## src/hdl/wdc_pkg.sv

```systemverilog
// Package: payload words, configuration types and register indexes for the wake confirmer.
`timescale 1ns / 1ps
package wdc_pkg;

  localparam int SEQ_W  = 32;
  localparam int GEN_W  = 32;
  localparam int TS_W   = 62;
  localparam int DL_W   = 63;
  localparam int STEP_W = 8;
  localparam int QP_W   = 32;
  localparam int CFG_IDX_W  = 2;
  localparam int CFG_DATA_W = 32;

  localparam logic [CFG_IDX_W-1:0] CFG_WINDOW_STEP = 2'd0;
  localparam logic [CFG_IDX_W-1:0] CFG_QUIET_PERIOD = 2'd1;

  localparam logic [STEP_W-1:0] WINDOW_STEP_RESET = 8'd5;
  localparam logic [QP_W-1:0]   QUIET_PERIOD_RESET = 32'd3000000;

  typedef struct packed {
    logic              positive;
    logic [GEN_W-1:0]  session_generation;
    logic [SEQ_W-1:0]  window_sequence;
    logic [TS_W-1:0]   timestamp_us;
  } in_word_t;

  typedef struct packed {
    logic alert;
    logic confirming;
  } out_word_t;

  typedef struct packed {
    logic [STEP_W-1:0] window_step;
    logic [QP_W-1:0]   quiet_period_us;
  } cfg_t;

endpackage

```

## src/hdl/wdc_cfg.sv

```systemverilog
// Configuration register file: window step and quiet period.
`timescale 1ns / 1ps
module wdc_cfg import wdc_pkg::*; (
  input  logic                  clk,
  input  logic                  rst,
  input  logic                  cfg_valid,
  input  logic [CFG_IDX_W-1:0]  cfg_index,
  input  logic [CFG_DATA_W-1:0] cfg_data,
  output cfg_t                  cfg
);

  always_ff @(posedge clk) begin
    if (rst) begin
      cfg.window_step     <= WINDOW_STEP_RESET;
      cfg.quiet_period_us <= QUIET_PERIOD_RESET;
    end else if (cfg_valid) begin
      // unknown indexes are dropped
      unique case (cfg_index)
        CFG_WINDOW_STEP:  cfg.window_step     <= cfg_data[STEP_W-1:0];
        CFG_QUIET_PERIOD: cfg.quiet_period_us <= cfg_data[QP_W-1:0];
        default: ;
      endcase
    end
  end

endmodule

```

## src/hdl/wdc_core.sv

```systemverilog
// Confirmation state and the single-pass decision logic for one window word.
`timescale 1ns / 1ps
module wdc_core import wdc_pkg::*; (
  input  logic      clk,
  input  logic      rst,
  input  logic      advance,
  input  in_word_t  item,
  input  cfg_t      cfg,
  output out_word_t result
);

  logic             phase_confirming;
  logic [GEN_W-1:0] seen_generation;
  logic [SEQ_W-1:0] previous_sequence;
  logic [DL_W-1:0]  quiet_deadline_us;

  logic             phase_next;
  logic [DL_W-1:0]  quiet_deadline_us_next;
  logic             gen_change;
  logic             seq_gap;
  logic             phase_mid;
  logic [DL_W-1:0]  deadline_mid;
  logic [SEQ_W-1:0] expected_seq;
  logic [DL_W-1:0]  now_ext;
  logic             fire;

  assign gen_change   = item.session_generation != seen_generation;
  assign expected_seq = previous_sequence + SEQ_W'(cfg.window_step);
  assign seq_gap      = (previous_sequence != '0) && (item.window_sequence != expected_seq);
  assign now_ext      = {1'b0, item.timestamp_us};

  always_comb begin
    phase_mid    = phase_confirming;
    deadline_mid = quiet_deadline_us;
    if (gen_change) begin
      phase_mid    = 1'b0;
      deadline_mid = '0;
    end else if (seq_gap) begin
      phase_mid = 1'b0;
    end

    fire                   = 1'b0;
    phase_next             = phase_mid;
    quiet_deadline_us_next = deadline_mid;
    priority if (!item.positive) begin
      phase_next = 1'b0;
    end else if (!phase_mid) begin
      phase_next = 1'b1;
    end else if (now_ext >= deadline_mid) begin
      quiet_deadline_us_next = now_ext + DL_W'(cfg.quiet_period_us);
      phase_next             = 1'b0;
      fire                   = 1'b1;
    end
  end

  assign result.alert      = fire;
  assign result.confirming = phase_next;

  always_ff @(posedge clk) begin
    if (rst) begin
      phase_confirming  <= 1'b0;
      seen_generation   <= '0;
      previous_sequence <= '0;
      quiet_deadline_us <= '0;
    end else if (advance) begin
      phase_confirming  <= phase_next;
      seen_generation   <= item.session_generation;
      previous_sequence <= item.window_sequence;
      quiet_deadline_us <= quiet_deadline_us_next;
    end
  end

  // a fired alert arms the deadline from this window's time
  a_deadline_armed: assert property (@(posedge clk) disable iff (rst)
    advance && fire |=> quiet_deadline_us ==
      $past(now_ext + DL_W'(cfg.quiet_period_us)))
    else $error("quiet deadline not armed after alert");

  // a new session starts clean: phase follows the positive flag only
  a_gen_restart: assert property (@(posedge clk) disable iff (rst)
    advance && gen_change |-> !fire && (phase_next == item.positive))
    else $error("session change did not restart confirmation");

endmodule

```

## src/hdl/wake_detection_confirmer_top.sv

```systemverilog
// Top level of the wake confirmer: input register, decision core, output register, config.
//
//   channel | direction | handshake            | word
//   --------+-----------+----------------------+-------------------------------
//   in      | in        | in_valid / in_stall  | in_data  (in_word_t)
//   out     | out       | out_valid / out_stall| out_data (out_word_t)
//   cfg     | in        | cfg_valid / cfg_ready| cfg_index, cfg_data
//
// One word per cycle sustained while out_stall stays low. out_valid rises once the word
// has passed both registers: the word sits in the input register, and when the output
// register is free the decision and state update land in the output register.
// The state update and the result are produced in the same edge, so words follow
// back to back. Reset (rst, synchronous) clears state, valids and config defaults.
// A stalled output holds its word; the input register keeps taking a word as long
// as the output register frees up in the same cycle. cfg_ready is always high.
`timescale 1ns / 1ps
module wake_detection_confirmer_top import wdc_pkg::*; (
  input  logic                  clk,
  input  logic                  rst,
  input  logic                  in_valid,
  output logic                  in_stall,
  input  in_word_t              in_data,
  output logic                  out_valid,
  input  logic                  out_stall,
  output out_word_t             out_data,
  input  logic                  cfg_valid,
  output logic                  cfg_ready,
  input  logic [CFG_IDX_W-1:0]  cfg_index,
  input  logic [CFG_DATA_W-1:0] cfg_data
);

  in_word_t  hold;
  logic      hold_valid;
  logic      out_free;
  logic      advance;
  logic      take_in;
  out_word_t result;
  cfg_t      cfg;

  assign cfg_ready = 1'b1;

  // output slot frees when empty or being taken this edge
  assign out_free = !out_valid || !out_stall;
  assign advance  = hold_valid && out_free;
  assign in_stall = hold_valid && !out_free;
  assign take_in  = in_valid && !in_stall;

  wdc_cfg u_cfg (
    .clk       (clk),
    .rst       (rst),
    .cfg_valid (cfg_valid && cfg_ready),
    .cfg_index (cfg_index),
    .cfg_data  (cfg_data),
    .cfg       (cfg)
  );

  wdc_core u_core (
    .clk     (clk),
    .rst     (rst),
    .advance (advance),
    .item    (hold),
    .cfg     (cfg),
    .result  (result)
  );

  // input register
  always_ff @(posedge clk) begin
    if (rst) begin
      hold_valid <= 1'b0;
    end else if (take_in) begin
      hold_valid <= 1'b1;
    end else if (advance) begin
      hold_valid <= 1'b0;
    end
    if (take_in) begin
      hold <= in_data;
    end
  end

  // output register
  always_ff @(posedge clk) begin
    if (rst) begin
      out_valid <= 1'b0;
    end else if (advance) begin
      out_valid <= 1'b1;
    end else if (out_free) begin
      out_valid <= 1'b0;
    end
    if (advance) begin
      out_data <= result;
    end
  end

  // an alert always returns the phase to listening
  a_alert_listen: assert property (@(posedge clk) disable iff (rst)
    out_valid |-> !(out_data.alert && out_data.confirming))
    else $error("alert reported while still confirming");

  // a word moved into the output slot shows up there next cycle
  a_advance_lands: assert property (@(posedge clk) disable iff (rst)
    advance |=> out_valid && (out_data == $past(result)))
    else $error("advanced word lost at output register");

endmodule
```

## config.mk

```make
export PLATFORM = sky130hd
export DESIGN_NAME = wake_detection_confirmer_top
export DESIGN_NICKNAME = d
export VERILOG_FILES = /design/src/hdl/wdc_pkg.sv /design/src/hdl/wdc_cfg.sv /design/src/hdl/wdc_core.sv /design/src/hdl/wake_detection_confirmer_top.sv
export SDC_FILE = /design/constraint.sdc
export NUM_CORES = 1
export LEC_CHECK = 0
export BUFFER_PORTS_ARGS = -buffer_cell sky130_fd_sc_hd__buf_2
export CORE_MARGIN = 5
export CORE_UTILIZATION = 31
export DETAILED_ROUTE_END_ITERATION = 6
export GPL_TIMING_DRIVEN = 0
export HOLD_SLACK_MARGIN = 0.03
export PLACE_DENSITY_LB_ADDON = 0.3
export REMOVE_ABC_BUFFERS = 1
export SETUP_SLACK_MARGIN = 0.3
export SLEW_MARGIN = 40
export SYNTH_ARGS = -nofsm -noshare
export SYNTH_HDL_FRONTEND = slang
export SYNTH_SLANG_ARGS = --single-unit
export TNS_END_PERCENT = 30
```

## constraint.sdc

```tcl
create_clock -name clk -period 8.54 [get_ports clk]
set_clock_uncertainty 0.2 [all_clocks]
set_input_delay 0.854 -clock clk [delete_from_list [all_inputs] [get_ports clk]]
set_output_delay 0.854 -clock clk [all_outputs]
set_load 0.1 [all_outputs]
```

==> out/results.tsv <==
metric	value	unit
worst r2r path cells	20	
num ports	171	
die height	238.4	µm
largest net degree at the start of global routing	87	
GR Util All Layers	15.28	%
Post-CTS Hold Buffers	0	
Seq/Total Area, Yosys	44.99	%
CTS tree	built	
layout cells sized above 1	14.40	%
Final min period	6100	ps
Crit Path Category	reg2reg	
Least-Margin Pin Slew	826.4	ps
R2R Path End	u_core.quiet_deadline_us[46]	
die area	56840	µm²
GP Congestion	0.8653	
Clk Latency, worst-skew pair	570	ps
Max FO, Critical Path	23	
vias in the first global route	13291	
Root Buffer	clkbuf_16	
antenna viol nets, final	0	
core outline area	51510	µm²
final hold slack	259.8	ps
Startpoint Class	flop	
clock sink total	299	
number of nets in the layout	2163	
Syn. warnings	0	
status	complete, no violations	
final hold violation count	0	
HP Class	in2reg	
Setup Buffers After CTS	0	
hold path cells	1	
Clock Tree Buf Depth	3	
via/cell ratio	5.135	
Starting Density	31.40	%
fraction of registers with async set/reset	0	%
Max Fclk	163.9	MHz
total CTS buffers	38	
# setup viols final	0	
Synth Flop Type	dfxtp_1	
Port Buf Inserts	169	
hpwl dp	32270	µm
final wirelength	44500	µm
Cell Area, Synth	16170	µm²
first-pass GRT wire length	70870	µm
Hold Path End	hold[71]	
vias post-DR	13377	
Die Width	238.4	µm
LEAKAGE	7.121	nW
r2r setup slk	2440	ps
DRC Markers	0	
number of synthesized flops with an enable pin	129	
Resized Gates After CTS	0	
total gr overflow	0	
Util after Layout	37.31	%
clk slew on worst S/H paths	60	ps
synthesis-stage register bit count	299	
Rows	83	
syn_area_per_cell	9.190	µm²
pwr/cell area	188.3	nW/µm²
WP data required	8800	ps
Starting DRT DRC Count	749	
Post-Synthesis Cells	1760	
Synth cell types	75	
# Max-Cap Violations	0	
arrival time worst endpoint	6360	ps
reg2reg start	hold[125]	
Synth-to-Final Area Change	18.81	%
CTS H-tree depth	2	
RSZ-0062 raised after global routing	false	
DR pass1 iterations	5	
CP endpoint kind	flop	
HP Start	in_data[71]	
VDD IR max	0.1577	mV
initial antenna violation count	3	
Slew headroom	44.32	%
Final Total Pwr	3.618	mW
share of the clock period used by the worst path	71.43	%
routed length per instance	17.08	µm
max-slew violations	0	
-- sequential cells by signal, summed over array words and instances, names as in the netlist --
signal and flops:
u_core.phase_confirming 1, u_core.seen_generation 32, u_core.quiet_deadline_us 63, hold 127
u_cfg.cfg 40, out_data 2, u_core.previous_sequence 32, hold_valid 1
out_valid 1
-- synth_stat cells (6+ instances only) --
cell type,instances,area share [%]
nand2_1,315,7.3
a21oi_1,191,5.9
dfxtp_1,170,21
edfxtp_1,129,24
ha_1,102,7.9
clkbuf_1,73,1.7
xnor2_1,63,3.4
nand3_1,61,1.9
nor2_1,59,1.4
inv_1,56,1.3
o21ai_0,56,1.7
xor2_1,56,3.0
nand4_1,41,1.6
o22ai_1,36,1.4
nor4_1,26,1.0
a21o_1,25,1.2
and3_1,21,0.81
a211oi_1,16,0.74
o211ai_1,16,0.74
mux2i_1,14,0.87
nand3b_1,14,0.65
a2111oi_0,13,0.70
o21a_1,12,0.56
and4_1,11,0.60
nor3_1,11,0.34
buf_2,10,0.31
nor3b_1,9,0.42
or3_1,9,0.35
a21boi_0,8,0.37
a31oi_1,8,0.31
nand2b_1,8,0.31
buf_1,7,0.16
nor2b_1,7,0.27
o311ai_0,7,0.38
o31ai_1,7,0.32
a211o_1,6,0.32
and2_1,6,0.23
nor4b_1,6,0.32
o21bai_1,6,0.28
-- through the flow --
step                      setup WS (ps)  instance area (µm²)  instances  setup TNS [ps]
after floorplan                   605.3                15780       1664               0
after global placement            -4063                17470       2513         -462410
after detailed placement           2109                17960       2533               0
after CTS                          2081                19200       2603               0
after global routing               1905                19210       2603               0
final                              2440                19220       2605               0
-- kinds of logic after synthesis --
family	after synthesis	share of synthesized area, %
adder cells (fa/ha/maj)	104	8.138
buffers and inverters	153	3.775
AO/OA/AOI/OAI	446	17.13
other	1	0.02318
flip-flops	299	44.99
multiplexers	16	1.006
AND/OR/NAND/NOR	621	18.35
XOR/XNOR	120	6.583
-- routing by layer --
metal  wire (µm)  GRT usage [%]  vias to the layer above
met3        2170          2.728                       81
met1       19850          19.82                     6297
met4        1215          4.817                        4
met5          27              0                        -
met2       21240          25.97                      314
li1            -              -                     6681
-- critical path: stages (launching register included) --
cell	delay [ps]
edfxtp_1	410
xor2_1	160
nor4_1	550
nand4_1	240
nor2_4	390
buf_8	260
buf_16	180
nand2_1	70
ha_1	180
a21o_1	170
a21o_1	160
a2111oi_0	390
o22ai_1	200
o311ai_0	740
nand2_1	270
a41oi_4	420
buf_6	220
buf_8	170
o21bai_4	180
buf_16	230
o22ai_1	170
-- report_power, final --
part           internal (mW)  total, mW  switching (mW)  leakage [nW]
sequential              1.56       1.62          0.0578          2.64
combinational          0.171      0.402           0.230          3.87
clock                  0.953       1.60           0.648         0.610
-- cell usage in the layout, fill, tap and decap left out, drive strengths merged, types with 16 or more instances in the layout --
cell type / synthesis / final
nand2: 315 / 315
a21oi: 191 / 191
buf: 22 / 189
dfxtp: 170 / 170
edfxtp: 129 / 129
ha: 102 / 102
xnor2: 63 / 63
nand3: 61 / 61
o21ai: 60 / 60
nor2: 59 / 59
inv: 57 / 59
xor2: 56 / 56
clkbuf: 74 / 49
nand4: 41 / 41
o22ai: 36 / 36
nor4: 26 / 26
a21o: 25 / 25
and3: 21 / 21
a211oi: 17 / 17
o211ai: 16 / 16
-- worst max-delay path by stage --
stage	startpoint	end	slack, ps	depth (start not counted)
2_1_floorplan	out_stall	hold[0]	610	2
3_3_place_gp	hold[125]	u_core.quiet_deadline_us[62]	-4060	15
3_5_place_dp	hold[125]	u_core.quiet_deadline_us[62]	2110	20
4_1_cts	hold[125]	u_core.quiet_deadline_us[46]	2080	20
5_1_grt	hold[125]	u_core.quiet_deadline_us[46]	1910	20
6_report	hold[125]	u_core.quiet_deadline_us[46]	2440	20
-- area by class of cell --
type | instances | area, µm²
Tap cell | 680 | 850.8
Inverter | 57 | 221.5
Fill cell | 5293 | 32290
Timing Repair Buffer | 189 | 1239
Antenna cell | 2 | 5.005
Multi-Input combinational cell | 1308 | 8382
Clock buffer | 49 | 1033
Sequential cell | 299 | 7277
Clock inverter | 21 | 207.7
No activity file was read; power rests on OpenSTA's default activity.
